File: config.mk
export PLATFORM = sky130hd
export DESIGN_NAME = bact_cell
export DESIGN_NICKNAME = d
export VERILOG_FILES = /design/src/sv/bact_pkg.sv /design/src/sv/bact_cell.sv
export SDC_FILE = /design/constraint.sdc
export NUM_CORES = 1
export LEC_CHECK = 0
export ABC_AREA = 1
export BUFFER_PORTS_ARGS = -buffer_cell sky130_fd_sc_hd__buf_2
export CAP_MARGIN = 20
export CORE_ASPECT_RATIO = 0.9
export CORE_UTILIZATION = 52
export CTS_CLUSTER_SIZE = 14
export DETAILED_ROUTE_END_ITERATION = 10
export HOLD_SLACK_MARGIN = 0.1
export PLACE_DENSITY = 0.79
export SLEW_MARGIN = 20
export SYNTH_ARGS = -nofsm -noshare
export SYNTH_HDL_FRONTEND = slang
export SYNTH_SLANG_ARGS = --single-unit
export TNS_END_PERCENT = 10
File: constraint.sdc
create_clock -name clk_i -period 4.6 [get_ports clk_i]
set_input_delay 0.23 -clock clk_i [delete_from_list [all_inputs] [get_ports clk_i]]
set_output_delay 0.23 -clock clk_i [all_outputs]
set_load 0.05 [all_outputs]
File: src/sv/bact_pkg.sv
`timescale 1ns / 1ps
// bact_pkg: types, codes and constants of the advertisement classifier table
// used by every file of the block; depends on nothing

package bact_pkg;

  localparam int TABLE_DEPTH_DEF = 32;

  localparam int ADDR_W = 48;
  localparam int RSSI_W = 8;
  localparam int IDX_W  = 5;
  localparam int LEN_W  = 5;
  localparam int ID_W   = 16;
  localparam int TYPE_W = 8;
  localparam int CHAR_W = 8;
  localparam int PROG_W = 3;
  localparam int PREFIX_W = 24;

  typedef enum logic [1:0] {
    OP_NAME_CHAR = 2'd0,
    OP_ADVERT    = 2'd1,
    OP_READ      = 2'd2,
    OP_CLEAR     = 2'd3
  } op_e;

  typedef enum logic [2:0] {
    ST_INSERTED     = 3'd0,
    ST_RSSI_UPDATED = 3'd1,
    ST_DROPPED_FULL = 3'd2,
    ST_READ_VALID   = 3'd3,
    ST_READ_EMPTY   = 3'd4
  } status_e;

  typedef enum logic [2:0] {
    CLS_GENERIC   = 3'd0,
    CLS_TAG       = 3'd1,
    CLS_BEACON    = 3'd2,
    CLS_VENDOR_4C = 3'd3,
    CLS_VENDOR_75 = 3'd4,
    CLS_VENDOR_06 = 3'd5,
    CLS_FLIPPER   = 3'd6,
    CLS_SKIMMER   = 3'd7
  } cls_e;

  typedef enum logic {
    PROBE_SEARCH = 1'b0,
    PROBE_READ   = 1'b1
  } probe_kind_e;

  typedef enum logic [1:0] {
    FSM_IDLE   = 2'd0,
    FSM_SCAN   = 2'd1,
    FSM_RESULT = 2'd2
  } fsm_e;

  localparam logic [ID_W-1:0]     VENDOR_ID_4C = 16'h004C;
  localparam logic [ID_W-1:0]     VENDOR_ID_75 = 16'h0075;
  localparam logic [ID_W-1:0]     VENDOR_ID_06 = 16'h0006;
  localparam logic [TYPE_W-1:0]   TYPE_TAG     = 8'h12;
  localparam logic [TYPE_W-1:0]   TYPE_BEACON  = 8'h02;
  localparam logic [LEN_W-1:0]    MIN_ID_LEN   = 5'd2;
  localparam logic [LEN_W-1:0]    MIN_TYPE_LEN = 5'd4;
  localparam logic [PREFIX_W-1:0] SKIM_PREFIX_A = 24'h001BDC;
  localparam logic [PREFIX_W-1:0] SKIM_PREFIX_B = 24'h201308;

  localparam logic [CHAR_W-1:0] CHAR_END   = 8'h00;
  localparam logic [CHAR_W-1:0] CHAR_UPPER_F = 8'h46;
  localparam logic [CHAR_W-1:0] CHAR_LOWER_F = 8'h66;
  localparam logic [PROG_W-1:0] PROG_LAST  = 3'd6;

  typedef struct packed {
    status_e                    status;
    logic [IDX_W-1:0]           entry_index;
    cls_e                       device_class;
    logic                       alert;
    logic [ADDR_W-1:0]          entry_address;
    logic signed [RSSI_W-1:0]   entry_rssi;
  } result_t;

  // what travels from cell to cell
  typedef struct packed {
    probe_kind_e      kind;
    logic             hit;
    logic [IDX_W-1:0] read_index;
    result_t          res;
  } probe_t;

  typedef struct packed {
    cls_e cls;
    logic alert;
  } class_t;

  // expected character after the first letter, by match progress
  function automatic logic [CHAR_W-1:0] tail_char(input logic [PROG_W-1:0] prog);
    logic [CHAR_W-1:0] c;
    unique case (prog)
      3'd1:    c = 8'h6C; // l
      3'd2:    c = 8'h69; // i
      3'd3:    c = 8'h70; // p
      3'd4:    c = 8'h70; // p
      3'd5:    c = 8'h65; // e
      3'd6:    c = 8'h72; // r
      default: c = CHAR_END;
    endcase
    return c;
  endfunction

  function automatic class_t classify(input logic [LEN_W-1:0]  len,
                                      input logic [ID_W-1:0]   id,
                                      input logic [TYPE_W-1:0] typ,
                                      input logic              name_hit,
                                      input logic [ADDR_W-1:0] addr);
    class_t r;
    logic [PREFIX_W-1:0] prefix;
    prefix  = addr[ADDR_W-1 -: PREFIX_W];
    r.cls   = CLS_GENERIC;
    r.alert = 1'b0;
    if (len >= MIN_ID_LEN) begin
      if (id == VENDOR_ID_4C) begin
        if (len >= MIN_TYPE_LEN && typ == TYPE_TAG) begin
          r.cls   = CLS_TAG;
          r.alert = 1'b1;
        end else if (len >= MIN_TYPE_LEN && typ == TYPE_BEACON) begin
          r.cls = CLS_BEACON;
        end else begin
          r.cls = CLS_VENDOR_4C;
        end
      end else if (id == VENDOR_ID_75) begin
        r.cls = CLS_VENDOR_75;
      end else if (id == VENDOR_ID_06) begin
        r.cls = CLS_VENDOR_06;
      end
    end
    if (name_hit) begin
      r.cls   = CLS_FLIPPER;
      r.alert = 1'b1;
    end else if (prefix == SKIM_PREFIX_A || prefix == SKIM_PREFIX_B) begin
      r.cls   = CLS_SKIMMER;
      r.alert = 1'b1;
    end
    return r;
  endfunction

endpackage

File: src/sv/bact_cell.sv
`timescale 1ns / 1ps
// bact_cell: one table slot of the chain; checks the passing probe and hands it on
// depends on bact_pkg

module bact_cell import bact_pkg::*; #(
  parameter int CELL_IDX = 0,
  parameter int CNT_W    = 6
) (
  input  logic             clk_i,
  input  logic             rst_ni,
  input  logic [CNT_W-1:0] count_i,
  input  logic             probe_valid_i,
  input  probe_t           probe_i,
  output logic             probe_valid_o,
  output probe_t           probe_o
);

  localparam logic [CNT_W-1:0] SLOT = CNT_W'(CELL_IDX);
  localparam logic [IDX_W-1:0] TAG  = IDX_W'(CELL_IDX);

  logic [ADDR_W-1:0]        addr_q;
  logic signed [RSSI_W-1:0] rssi_q;
  cls_e                     cls_q;
  logic                     alert_q;

  logic   in_table, addr_hit, read_hit, do_insert, do_refresh;
  probe_t probe_d;
  logic   probe_valid_q;
  probe_t probe_q;

  always_comb begin
    in_table   = SLOT < count_i;
    addr_hit   = in_table && (addr_q == probe_i.res.entry_address);
    read_hit   = in_table && (int'(probe_i.read_index) == CELL_IDX);
    do_refresh = 1'b0;
    do_insert  = 1'b0;
    probe_d    = probe_i;
    if (probe_valid_i && !probe_i.hit) begin
      unique case (probe_i.kind)
        PROBE_SEARCH: begin
          if (addr_hit) begin
            do_refresh               = 1'b1;
            probe_d.hit              = 1'b1;
            probe_d.res.status       = ST_RSSI_UPDATED;
            probe_d.res.entry_index  = TAG;
            probe_d.res.device_class = cls_q;
            probe_d.res.alert        = alert_q;
          end else if (SLOT == count_i) begin
            // first free slot, all lower slots already checked
            do_insert               = 1'b1;
            probe_d.hit             = 1'b1;
            probe_d.res.status      = ST_INSERTED;
            probe_d.res.entry_index = TAG;
          end
        end
        PROBE_READ: begin
          if (read_hit) begin
            probe_d.hit               = 1'b1;
            probe_d.res.status        = ST_READ_VALID;
            probe_d.res.entry_index   = TAG;
            probe_d.res.device_class  = cls_q;
            probe_d.res.alert         = alert_q;
            probe_d.res.entry_address = addr_q;
            probe_d.res.entry_rssi    = rssi_q;
          end
        end
        default: ;
      endcase
    end
  end

  // entry storage, no reset
  always_ff @(posedge clk_i) begin
    if (do_insert) begin
      addr_q  <= probe_i.res.entry_address;
      rssi_q  <= probe_i.res.entry_rssi;
      cls_q   <= probe_i.res.device_class;
      alert_q <= probe_i.res.alert;
    end else if (do_refresh) begin
      rssi_q <= probe_i.res.entry_rssi;
    end
  end

  always_ff @(posedge clk_i or negedge rst_ni) begin
    if (!rst_ni) begin
      probe_valid_q <= 1'b0;
    end else begin
      probe_valid_q <= probe_valid_i;
    end
  end

  always_ff @(posedge clk_i) begin
    if (probe_valid_i) begin
      probe_q <= probe_d;
    end
  end

  assign probe_valid_o = probe_valid_q;
  assign probe_o       = probe_q;

endmodule
==> impl_metrics.json <==
{
  "wirelength_um": 14870,
  "antenna_cells": 0,
  "multiInputGateArea_sq_um": 1769,
  "ys_seq_elements": 136,
  "grt_overflow": 0,
  "critPathKind": "in2reg",
  "r2r_cells": 9,
  "min-delay-start": "probe_i[64]",
  "seq_area_sq_um": 4079,
  "hold_path_end": "probe_o[64]",
  "area_growth_pct": 36.05,
  "finalMaxSlewViolations": 0,
  "dp_worst_setup_slack_ps": 1749,
  "power.leakage_nw": 3.876,
  "min_period_over_period_pct": 52.51,
  "setup_viol": 0,
  "antenna_left": 0,
  "cpMostUsedCell": "inv_1",
  "final_util_pct": 73.28,
  "start_kind": "input port",
  "grt_pass1_vias": 4759,
  "setup_tns_ps": 0,
  "cts_resized": 0,
  "setup_ws_ps": 2184,
  "grt_setup_unrepaired": "false",
  "syn_area_per_cell_sq_um": 11.05,
  "critical_path_required_ps": 4770,
  "maxCapViolCount": 0,
  "postCtsHoldBufs": 70,
  "postSynthCellCount": 562,
  "initial_core_util_pct": 53.86,
  "outcome": "completed",
  "grt_usage_pct": 25.32,
  "skew_ps": 8.783,
  "grt_pass1_wl_um": 22960,
  "period_minus_slack_ps": 2416,
  "core-area_sq_um": 11530,
  "die_area_sq_um": 12380,
  "routedWlPerCell_um": 15.30,
  "num_rows": 37,
  "ctsHtreeMaxLevel": 4,
  "cts_sinks": 136,
  "dr_total_vias": 4823,
  "tightest_slew_ps": 961.6,
  "path_clk_slew_ps": 60,
  "min_path_cells": 3,
  "worstSetupEndpointType": "flip-flop",
  "netlist-cell-type-count": 21,
  "antenna_found_initial": 0,
  "syn_nets": 646,
  "reg2reg_to": "rssi_q[3]",
  "hold_viol_final": 0,
  "die_h_um": 105.7,
  "max-slew-margin-rel_pct": 35.89,
  "crit_slowest_cell": "dlygate4sd3_1",
  "grt_max_degree": 77,
  "netlist_area_sq_um": 6208,
  "arrival_ps": 2580,
  "dp_hpwl_um": 9865,
  "insertion_delay_ps": 420,
  "cts_tree": "built",
  "crit_fanout": 23,
  "max_freq_ghz": 0.4140,
  "dr.pass1.iters": 7,
  "rr_startpoint": "addr_q[32]",
  "clk_path_buf_depth": 2,
  "power_density_nw_per_um2": 370.8,
  "routabilityCongestion": 0.7673,
  "fillers": 811,
  "post-cts-setup-buffers": 0,
  "regToRegSetupSlack_ps": 2410,
  "vdd_drop_max_mv": 0.3987,
  "via_per_inst": 4.962,
  "yosysSeqAreaShare_pct": 65.70,
  "path_cells": "dlygate4sd3_1, buf_2, inv_1, nand2_1, inv_1, nand4_4, buf_4, mux2_4",
  "power_mw": 3.132,
  "max_stage_delay_ps": 540,
  "nets": 889,
  "yosys_warnings": 0,
  "fp.dieW_um": 117.2,
  "hold_slack_ps": 113.2,
  "top_level_ports": 160,
  "cts-root-buf": "clkbuf_16",
  "drive_gt1_share_pct": 26.72,
  "cts_buffers": 17,
  "drt_iter0_drc": 358,
  "drc": 0,
  "port_buffers": 159,
  "hold_path.class": "in2reg"
}
[placed cells by master (no fill, tap or decap), drive strengths merged, types with 17 or more instances in the layout]
| master | instances |
|---|---|
| buf | 164 |
| clkbuf | 20 |
| dlygate4sd3 | 70 |
| edfxtp | 135 |
| inv | 83 |
| mux2 | 25 |
| nand2 | 157 |
| nand3 | 22 |
| nor2 | 52 |
| o21ai | 35 |
| xnor2 | 17 |
[worst max-delay path: cells and delay by family]
family                 cells  cell delay [ps]
AND/OR/NAND/NOR            2              620
multiplexers               1              330
buffers and inverters      5             1390
[flip-flops by register name, indices dropped and copies added, names as in the netlist]
signal / flops
addr_q: 48
alert_q: 1
cls_q: 3
probe_o: 75
probe_valid_o: 1
rssi_q: 8
[area by class of cell]
type                       instances  share of cell area [%]
sequential                       136                   48.29
timing repair buffer             234                   18.34
tap                              156                   2.311
clock buffer                      20                   5.170
clock inverter                    10                   1.259
inverter                          83                   3.688
multi-input combinational        333                   20.95
[metal layers]
metal	GRT usage (%)	part of all wire (%)	wire length [um]
met2	42.18	51	7509
met3	6.671	6.2	928
met1	31.79	42	6215
met4	8.499	1.4	213
met5	0	0	0
[logic make-up (layout without fill, tap and decap cells)]
family	Yosys count	in the layout	share of synthesized area [%]
xor+xnor	18	18	2.539
simple gates	245	245	16.16
buf+inv	93	347	5.986
compound gates	45	45	3.628
mux	25	25	5.986
flops	136	136	65.70
[synth_stat cells, drive strengths merged]
cell type  count  share of area (%)
o21ai         35                2.8
a21oi         10               0.81
nand2        157                9.5
mux2          25                6.0
clkbuf         7               0.42
nand3         22                1.8
xor2           1               0.14
nand3b         1               0.12
buf            3               0.54
edfxtp       135                 65
dfrtp          1               0.40
nor2          52                3.2
and2           1               0.10
nor3           3               0.24
inv           83                5.0
xnor2         17                2.4
nand4          8                1.0
nor3b          1               0.20
[stage by stage]
step,cell area [sq um],std cells
4_1_cts,8427,971
3_5_place_dp,7183,871
2_1_floorplan,6213,562
5_1_grt,8447,972
6_report,8447,972
3_3_place_gp,7183,871
[worst max path at each step]
stage / slack [ps] / start / to / cells after the start
floorplan: 980 / count_i[0] / rssi_q[0] / 5
global placement: 1850 / probe_i[73] / probe_o[13] / 7
detailed placement: 1750 / probe_i[73] / probe_o[30] / 7
CTS: 1640 / probe_i[73] / probe_o[36] / 8
global route: 2110 / probe_i[73] / probe_o[41] / 8
finish: 2180 / probe_i[73] / probe_o[41] / 8
[report_power, final]
part	total (mW)	leakage [nW]	internal, mW	switching [mW]
logic	0.430	2.33	0.140	0.290
clock network	1.27	0.261	0.783	0.484
registers	1.43	1.29	1.42	0.0141
(Power assumes the default switching activity.)
