<file path="src/sv/bact_pkg.sv">
`timescale 1ns / 1ps
// bact_pkg: types, codes and constants of the advertisement classifier table
// used by every file of the block; depends on nothing

package bact_pkg;

  localparam int TABLE_DEPTH_DEF = 32;

  localparam int ADDR_W = 48;
  localparam int RSSI_W = 8;
  localparam int IDX_W  = 5;
  localparam int LEN_W  = 5;
  localparam int ID_W   = 16;
  localparam int TYPE_W = 8;
  localparam int CHAR_W = 8;
  localparam int PROG_W = 3;
  localparam int PREFIX_W = 24;

  typedef enum logic [1:0] {
    OP_NAME_CHAR = 2'd0,
    OP_ADVERT    = 2'd1,
    OP_READ      = 2'd2,
    OP_CLEAR     = 2'd3
  } op_e;

  typedef enum logic [2:0] {
    ST_INSERTED     = 3'd0,
    ST_RSSI_UPDATED = 3'd1,
    ST_DROPPED_FULL = 3'd2,
    ST_READ_VALID   = 3'd3,
    ST_READ_EMPTY   = 3'd4
  } status_e;

  typedef enum logic [2:0] {
    CLS_GENERIC   = 3'd0,
    CLS_TAG       = 3'd1,
    CLS_BEACON    = 3'd2,
    CLS_VENDOR_4C = 3'd3,
    CLS_VENDOR_75 = 3'd4,
    CLS_VENDOR_06 = 3'd5,
    CLS_FLIPPER   = 3'd6,
    CLS_SKIMMER   = 3'd7
  } cls_e;

  typedef enum logic {
    PROBE_SEARCH = 1'b0,
    PROBE_READ   = 1'b1
  } probe_kind_e;

  typedef enum logic [1:0] {
    FSM_IDLE   = 2'd0,
    FSM_SCAN   = 2'd1,
    FSM_RESULT = 2'd2
  } fsm_e;

  localparam logic [ID_W-1:0]     VENDOR_ID_4C = 16'h004C;
  localparam logic [ID_W-1:0]     VENDOR_ID_75 = 16'h0075;
  localparam logic [ID_W-1:0]     VENDOR_ID_06 = 16'h0006;
  localparam logic [TYPE_W-1:0]   TYPE_TAG     = 8'h12;
  localparam logic [TYPE_W-1:0]   TYPE_BEACON  = 8'h02;
  localparam logic [LEN_W-1:0]    MIN_ID_LEN   = 5'd2;
  localparam logic [LEN_W-1:0]    MIN_TYPE_LEN = 5'd4;
  localparam logic [PREFIX_W-1:0] SKIM_PREFIX_A = 24'h001BDC;
  localparam logic [PREFIX_W-1:0] SKIM_PREFIX_B = 24'h201308;

  localparam logic [CHAR_W-1:0] CHAR_END   = 8'h00;
  localparam logic [CHAR_W-1:0] CHAR_UPPER_F = 8'h46;
  localparam logic [CHAR_W-1:0] CHAR_LOWER_F = 8'h66;
  localparam logic [PROG_W-1:0] PROG_LAST  = 3'd6;

  typedef struct packed {
    status_e                    status;
    logic [IDX_W-1:0]           entry_index;
    cls_e                       device_class;
    logic                       alert;
    logic [ADDR_W-1:0]          entry_address;
    logic signed [RSSI_W-1:0]   entry_rssi;
  } result_t;

  // what travels from cell to cell
  typedef struct packed {
    probe_kind_e      kind;
    logic             hit;
    logic [IDX_W-1:0] read_index;
    result_t          res;
  } probe_t;

  typedef struct packed {
    cls_e cls;
    logic alert;
  } class_t;

  // expected character after the first letter, by match progress
  function automatic logic [CHAR_W-1:0] tail_char(input logic [PROG_W-1:0] prog);
    logic [CHAR_W-1:0] c;
    unique case (prog)
      3'd1:    c = 8'h6C; // l
      3'd2:    c = 8'h69; // i
      3'd3:    c = 8'h70; // p
      3'd4:    c = 8'h70; // p
      3'd5:    c = 8'h65; // e
      3'd6:    c = 8'h72; // r
      default: c = CHAR_END;
    endcase
    return c;
  endfunction

  function automatic class_t classify(input logic [LEN_W-1:0]  len,
                                      input logic [ID_W-1:0]   id,
                                      input logic [TYPE_W-1:0] typ,
                                      input logic              name_hit,
                                      input logic [ADDR_W-1:0] addr);
    class_t r;
    logic [PREFIX_W-1:0] prefix;
    prefix  = addr[ADDR_W-1 -: PREFIX_W];
    r.cls   = CLS_GENERIC;
    r.alert = 1'b0;
    if (len >= MIN_ID_LEN) begin
      if (id == VENDOR_ID_4C) begin
        if (len >= MIN_TYPE_LEN && typ == TYPE_TAG) begin
          r.cls   = CLS_TAG;
          r.alert = 1'b1;
        end else if (len >= MIN_TYPE_LEN && typ == TYPE_BEACON) begin
          r.cls = CLS_BEACON;
        end else begin
          r.cls = CLS_VENDOR_4C;
        end
      end else if (id == VENDOR_ID_75) begin
        r.cls = CLS_VENDOR_75;
      end else if (id == VENDOR_ID_06) begin
        r.cls = CLS_VENDOR_06;
      end
    end
    if (name_hit) begin
      r.cls   = CLS_FLIPPER;
      r.alert = 1'b1;
    end else if (prefix == SKIM_PREFIX_A || prefix == SKIM_PREFIX_B) begin
      r.cls   = CLS_SKIMMER;
      r.alert = 1'b1;
    end
    return r;
  endfunction

endpackage

</file>
<file path="src/sv/bact_name_match.sv">
`timescale 1ns / 1ps
// bact_name_match: streaming matcher for "Flipper" / "flipper" in the name
// depends on bact_pkg

module bact_name_match import bact_pkg::*; (
  input  logic              clk_i,
  input  logic              rst_ni,
  input  logic              char_valid_i,
  input  logic [CHAR_W-1:0] char_i,
  input  logic              restart_i,
  output logic              matched_o
);

  logic [PROG_W-1:0] prog_q, prog_d;
  logic              matched_q, matched_d;
  logic              ended_q, ended_d;
  logic              first;

  always_comb begin
    first     = (char_i == CHAR_UPPER_F) || (char_i == CHAR_LOWER_F);
    prog_d    = prog_q;
    matched_d = matched_q;
    ended_d   = ended_q;
    if (restart_i) begin
      prog_d    = '0;
      matched_d = 1'b0;
      ended_d   = 1'b0;
    end else if (char_valid_i && !ended_q && !matched_q) begin
      if (char_i == CHAR_END) begin
        ended_d = 1'b1;
      end else if (prog_q != '0 && char_i == tail_char(prog_q)) begin
        if (prog_q == PROG_LAST) begin
          matched_d = 1'b1;
          prog_d    = '0;
        end else begin
          prog_d = prog_q + PROG_W'(1);
        end
      end else begin
        prog_d = first ? PROG_W'(1) : '0;
      end
    end
  end

  always_ff @(posedge clk_i or negedge rst_ni) begin
    if (!rst_ni) begin
      prog_q    <= '0;
      matched_q <= 1'b0;
      ended_q   <= 1'b0;
    end else begin
      prog_q    <= prog_d;
      matched_q <= matched_d;
      ended_q   <= ended_d;
    end
  end

  assign matched_o = matched_q;

endmodule

</file>
<file path="config.mk">
export PLATFORM = sky130hd
export DESIGN_NAME = bact_name_match
export DESIGN_NICKNAME = d
export VERILOG_FILES = /design/src/sv/bact_pkg.sv /design/src/sv/bact_name_match.sv
export SDC_FILE = /design/constraint.sdc
export NUM_CORES = 1
export LEC_CHECK = 0
export BUFFER_PORTS_ARGS = -buffer_cell sky130_fd_sc_hd__buf_2
export CAP_MARGIN = 0
export CELL_PAD_IN_SITES_DETAIL_PLACEMENT = 2
export CELL_PAD_IN_SITES_GLOBAL_PLACEMENT = 2
export CORE_AREA = 2 2 50 52
export DETAILED_ROUTE_END_ITERATION = 10
export DIE_AREA = 0 0 52 54
export GPL_ROUTABILITY_DRIVEN = 1
export PLACE_DENSITY = 0.71
export SETUP_SLACK_MARGIN = 0.05
export SKIP_LAST_GASP = 1
export SLEW_MARGIN = 5
export SYNTH_ARGS = -nofsm -noshare
export SYNTH_HDL_FRONTEND = slang
export SYNTH_SLANG_ARGS = --single-unit
</file>
<file path="constraint.sdc">
create_clock -name clk_i -period 1.4 [get_ports clk_i]
set_input_delay 0.42 -clock clk_i [delete_from_list [all_inputs] [get_ports clk_i]]
set_output_delay 0.42 -clock clk_i [all_outputs]
set_load 0.02 [all_outputs]
</file>
==> summary.txt, run 1 <==
CP endpoint - prog_q[1]$_DFFE_PN0P_
RSZ-0062 raised after global routing - yes
Clock Skews - 0.00871 ns
vias in the first global route - 779
Synth Instances - 67
initial antenna violation count - 0
Critical Path AT - 1.70 ns
Net Count, Synth - 79
vias - 707
# rows - 18
Async SR Flop Fraction - 100%
Die X - 52 µm
Peak Freq - 635 MHz
slew margin rel. - 79.2%
violated checks - setup timing
period utilization - 113%
area of the multi-input gates - 453 µm²
Mapped Area - 552 µm²
status - finished, violations left
maximum number of pins on one net before global-route repair - 8
Final Setup Violations - 4
worst vdd ir - 0.389 mV
first-pass GRT wire length - 3680 µm
Register Area - 129 µm²
Final Util - 40.9%
wl on met1 - 1010 µm
WL final - 2390 µm
DRC Markers - 0
Max Cap Viol - 0
main combinational cell family by area after synthesis - simple AND/OR/NAND/NOR gates
worst slew pin tran - 0.310 ns
Area Overhead vs Synth - 71.9%
Post-synth EDFFs - 0
worst path cell trace - buf_6 -> and3b_1 -> o311ai_2 -> a32oi_2 -> o2111ai_1 -> o31ai_1
Initial DRC Count - 0
Final Wtd Congestion - 0.709
CTS tree - done
Tmin final - 1.58 ns
Core Footprint - 2320 µm²
Die ar. - 2810 µm²
simple-gate share of the synthesized area - 39.0%
Crit Reg-Reg Endpoint - prog_q[1]$_DFFE_PN0P_
final hold viol count - 0
adder-cell area share of the yosys netlist - 0%
cts bufs inserted - 3
Met3 Wirelength - 64 µm
Pre-antenna DRT Iters - 1
Synth Area in Compound Gates - 29.3%
Leak - 0.438 nW
CP Class - flop to flop
Top FF cell, synth - dfrtp_1
Worst path max stage delay - 0.44 ns
drt wl/cell - 17.3 µm
flops & latches, synth - 5
uppermost layer routed - met4
Antenna Violating Nets Remaining - 0
Worst-Skew Late Latency - 0.25 ns
Clock Path Buffers - 2
Worst EP required - 1.52 ns
effective utilization at floorplan - 23.8%
R2R Path Start - prog_q[2]$_DFFE_PN0P_
register area share after synthesis - 22.7%
setup slack after layout - -0.176 ns
met2 WL - 1270 µm
post-synthesis mux area share - 0%
Die Y - 54 µm
DP Wirelength - 1680 µm
Synth cell types - 33
root buffer cell - clkbuf_4
diode count - 0
Syn Area/Cell - 8.24 µm²
Clock transition at path regs - 0.05 ns
XOR/XNOR share of the synthesized area - 1.59%
H-tree depth - 1
Cell Pwr Density - 493 nW/µm²
most frequent cells in the layout - 23 x buf_4, 12 x buf_2, 7 x nor2_1, 4 x buf_6
GR Util All Layers - 18.4%
crit path max fanout - 6
remaining global-route overflow - 0
fin. max-slew vios - 0
share of layout cells above drive strength 1 - 53.7%
pre-CTS WS - -0.304 ns
slowest cell on the critical path - dfrtp_2
R2R depth - 6
most common cell after layout, fill and taps aside - buf_4
warnings from Yosys - 0
Top Ports - 13
r2r setup slk - -0.18 ns
number of vias per cell - 5.12
crit start category - flop
Nets - 121
CP Launch Point - prog_q[2]$_DFFE_PN0P_
crit end category - flop
clock sink count - 5
Fillers - 275
I/O Buffers - 12
hold crit path type - input pin to flop
## worst min-delay path by stage
stage	from	to	slack, ns	cells past startpoint
after floorplan	rst_ni	ended_q$_DFFE_PN0P_	0.12	0
after global placement	rst_ni	prog_q[2]$_DFFE_PN0P_	0.25	1
after detailed placement	rst_ni	prog_q[2]$_DFFE_PN0P_	0.26	1
after CTS	restart_i	ended_q$_DFFE_PN0P_	0.42	2
after global routing	restart_i	ended_q$_DFFE_PN0P_	0.44	2
final	restart_i	ended_q$_DFFE_PN0P_	0.42	2
## cell usage after synthesis (all sizes together), types with 3 or more instances
cell,count,area (µm²)
buf,3,26.3
nor2,7,26.3
and3,3,18.8
o21ai,4,20.0
nor3b,3,22.5
nor3,3,15.0
and3b,3,27.5
and2b,3,22.5
dfrtp,5,125
o2111ai,3,26.3
inv,4,15.0
nand2,3,11.3
## metal layers
metal  vias to the layer above  GRT usage, %
li1                        344             -
met1                       344          21.3
met2                        15          35.0
met3                         4          4.44
met4                         0          2.19
met5                         -             0
## metrics by stage
stage	hold slack, ns	instance area [µm²]	power [W]	std cells	setup TNS (ns)
floorplan	0.124	574	0.000188	67	0
global placement	0.246	781	0.000258	124	-0.834
detailed placement	0.259	781	0.000265	124	-1.12
CTS	0.417	922	0.000474	137	-0.631
global route	0.445	948	0.000493	138	-0.918
finish	0.416	948	0.000467	138	-0.609
## cell families after synthesis
kind of cell    count (synthesis)
compound gates                 20
xor+xnor                        1
buf+inv                         7
flops                           5
simple gates                   34
## critical path, delay by kind of cell (launching register included)
kind	cells	cell delay [ns]
compound gates	4	0.69
buf+inv	1	0.14
flops	1	0.44
simple gates	1	0.18
## layout make-up
type | instances | share of cell area [%]
clock buffers | 4 | 2.77
inverters | 4 | 1.58
multi-input cells | 55 | 47.8
flip-flops and latches | 5 | 13.6
well taps | 30 | 3.96
repair buffers | 40 | 30.3
## flip-flops by register name (all words and copies together) (netlist names)
register and count:
matched_o 1, prog_q 3, ended_q 1
## where the power goes
| part | switching, W | internal [W] |
|---|---|---|
| logic | 0.0000687 | 0.0000670 |
| clock network | 0.0000727 | 0.000109 |
| registers | 0.00000355 | 0.000146 |
| total | 0.000145 | 0.000322 |
## timing repair
action,CTS,global route
buffers inserted,8,1
pin swaps,7,2
gates cloned,0,0
endpoints found under the hold margin,5,0
gates resized for setup,14,7
setup endpoints to repair,4,4
hold buffers,1,0
No activity file was read; power rests on OpenSTA's default activity.
==> run 2, diff against run 1 <==
--- a/config.mk
+++ b/config.mk
@@ -5,15 +5,16 @@
 export SDC_FILE = /design/constraint.sdc
 export NUM_CORES = 1
 export LEC_CHECK = 0
+export ABC_CLOCK_PERIOD_IN_PS = 1400
 export BUFFER_PORTS_ARGS = -buffer_cell sky130_fd_sc_hd__buf_2
 export CAP_MARGIN = 0
 export CELL_PAD_IN_SITES_DETAIL_PLACEMENT = 2
 export CELL_PAD_IN_SITES_GLOBAL_PLACEMENT = 2
-export CORE_AREA = 2 2 50 52
+export CORE_AREA = 5 5 53 55
 export DETAILED_ROUTE_END_ITERATION = 10
-export DIE_AREA = 0 0 52 54
+export DIE_AREA = 0 0 58 60
 export GPL_ROUTABILITY_DRIVEN = 1
-export PLACE_DENSITY = 0.71
+export PLACE_DENSITY = 0.72
 export SETUP_SLACK_MARGIN = 0.05
 export SKIP_LAST_GASP = 1
 export SLEW_MARGIN = 5
==> run 2 against run 1 <==
  * The run still ends with setup timing left
  * Sequential power hardly changed
  * Routed wire length is 3.9% higher
  * Global-route usage is 4.0 points lower
  * Largest power group unchanged
==> summary.txt, run 2 (synthesis results as in run 1) <==
status - finished, violations left
violated checks - setup timing
first-pass GRT wire length - 3730 µm
final hold viol count - 0
Die X - 58 µm
Crit Reg-Reg Endpoint - prog_q[0]$_DFFE_PN0P_
initial antenna violation count - 0
CTS tree - done
Critical Path AT - 1.78 ns
vias - 696
Final Setup Violations - 4
Max Cap Viol - 0
hold crit path type - input pin to flop
Area Overhead vs Synth - 75.5%
fin cells - 138
most frequent cells in the layout - 23 x buf_4, 12 x buf_2, 6 x nor2_1, 4 x buf_6
Fillers - 267
maximum number of pins on one net before global-route repair - 13
CP Class - flop to flop
Antenna Violating Nets Remaining - 0
R2R Path Start - prog_q[2]$_DFFE_PN0P_
most common cell after layout, fill and taps aside - buf_4
number of vias per cell - 5.04
flip-flop count of the largest register after layout - 3
DRC Markers - 0
R2R depth - 7
Clock transition at path regs - 0.04 ns
Final Wtd Congestion - 0.711
Worst-Skew Late Latency - 0.26 ns
Top Ports - 13
Peak Freq - 623 MHz
Core Footprint - 2340 µm²
crit path max fanout - 4
H-tree depth - 1
diode count - 0
vias in the first global route - 792
I/O Buffers - 12
Cell Pwr Density - 482 nW/µm²
Pre-antenna DRT Iters - 3
Nets - 121
Final TNS setup - -0.692 ns
drt wl/cell - 18.0 µm
DP Wirelength - 1720 µm
fin. max-slew vios - 0
period utilization - 115%
GR Util All Layers - 14.4%
share of layout cells above drive strength 1 - 57.4%
worst slew pin tran - 0.295 ns
Die ar. - 3480 µm²
WHS Path Cells - 2
Hold EP - ended_q$_DFFE_PN0P_
worst vdd ir - 0.396 mV
setup slack after layout - -0.205 ns
r2r setup slk - -0.20 ns
Initial DRC Count - 6
effective utilization at floorplan - 23.6%
Clock Skews - 0.00963 ns
crit start category - flop
# rows - 18
WL final - 2480 µm
root buffer cell - clkbuf_4
Tmin final - 1.60 ns
Die Y - 60 µm
Clock Path Buffers - 2
placed cell count - 125
cts bufs inserted - 3
Worst EP required - 1.57 ns
RSZ-0062 raised after global routing - yes
slew margin rel. - 80.2%
crit end category - flop
clock sink count - 5
Biggest register - prog_q
Hold Path Origin - restart_i
Leak - 0.443 nW
remaining global-route overflow - 0
run 2: cell counts in the layout (fill, tap and decap cells not counted):
No cell type changed its count.
run 2: metal layers:
metal,wire length (µm),track usage [%],up-vias
li1,-,-,340
met1,1050,16.1,336
met2,1290,26.5,14
met3,77,3.89,6
met4,63,4.30,0
met5,0,0,-
run 2: cell type report:
| type | instances | area [µm²] | area share (%) |
|---|---|---|---|
| flip-flops and latches | 5 | 129 | 13.3 |
| inverters | 4 | 15.0 | 1.55 |
| repair buffers | 40 | 288 | 29.7 |
| multi-input cells | 55 | 473 | 48.8 |
| well taps | 30 | 37.5 | 3.88 |
| clock buffers | 4 | 26.3 | 2.71 |
run 2: critical path: stages (launching register included):
cell and delay, ns:
dfrtp_2 0.39, buf_4 0.12, nor4bb_4 0.26, a31oi_1 0.07
o311ai_2 0.24, buf_4 0.18, nand4_1 0.11, a21oi_1 0.15
run 2: per-stage QoR:
| step | worst slack, ns | total power, W | util [%] | instance area, µm² | hold WS (ns) |
|---|---|---|---|---|---|
| 5_1_grt | -0.312 | 0.000500 | 41.3 | 968 | 0.420 |
| 3_3_place_gp | -0.255 | 0.000258 | 33.7 | 788 | 0.246 |
| 3_5_place_dp | -0.308 | 0.000263 | 33.7 | 788 | 0.245 |
| 2_1_floorplan | 0.0367 | 0.000188 | - | 574 | 0.124 |
| 6_report | -0.205 | 0.000466 | 41.3 | 968 | 0.415 |
| 4_1_cts | -0.202 | 0.000449 | 37.2 | 871 | 0.436 |
run 2: what timing repair did:
action                                 CTS  global route
pin swaps                                2            13
resized for setup                        7            20
endpoints found under the hold margin    5             0
gates cloned                             0             0
hold buffers                             1             0
setup endpoints to repair                4             4
buffers inserted                         4             4
run 2: power breakdown:
part / switching, W / internal (W) / total (W)
combinational: 0.0000687 / 0.0000635 / 0.000132
clock: 0.0000747 / 0.000109 / 0.000183
sequential: 0.00000408 / 0.000147 / 0.000151
run 2: how the worst max path moves through the flow:
stage                     slack (ns)             startpoint  depth (start not counted)                    end
final                          -0.20  prog_q[2]$_DFFE_PN0P_                          7  prog_q[0]$_DFFE_PN0P_
after CTS                      -0.20  prog_q[0]$_DFFE_PN0P_                          5  prog_q[0]$_DFFE_PN0P_
after detailed placement       -0.31              char_i[5]                          6  prog_q[0]$_DFFE_PN0P_
after global routing           -0.31  prog_q[2]$_DFFE_PN0P_                          6  prog_q[0]$_DFFE_PN0P_
after global placement         -0.25              char_i[5]                          6  prog_q[0]$_DFFE_PN0P_
after floorplan                 0.04              char_i[5]                          5  prog_q[0]$_DFFE_PN0P_
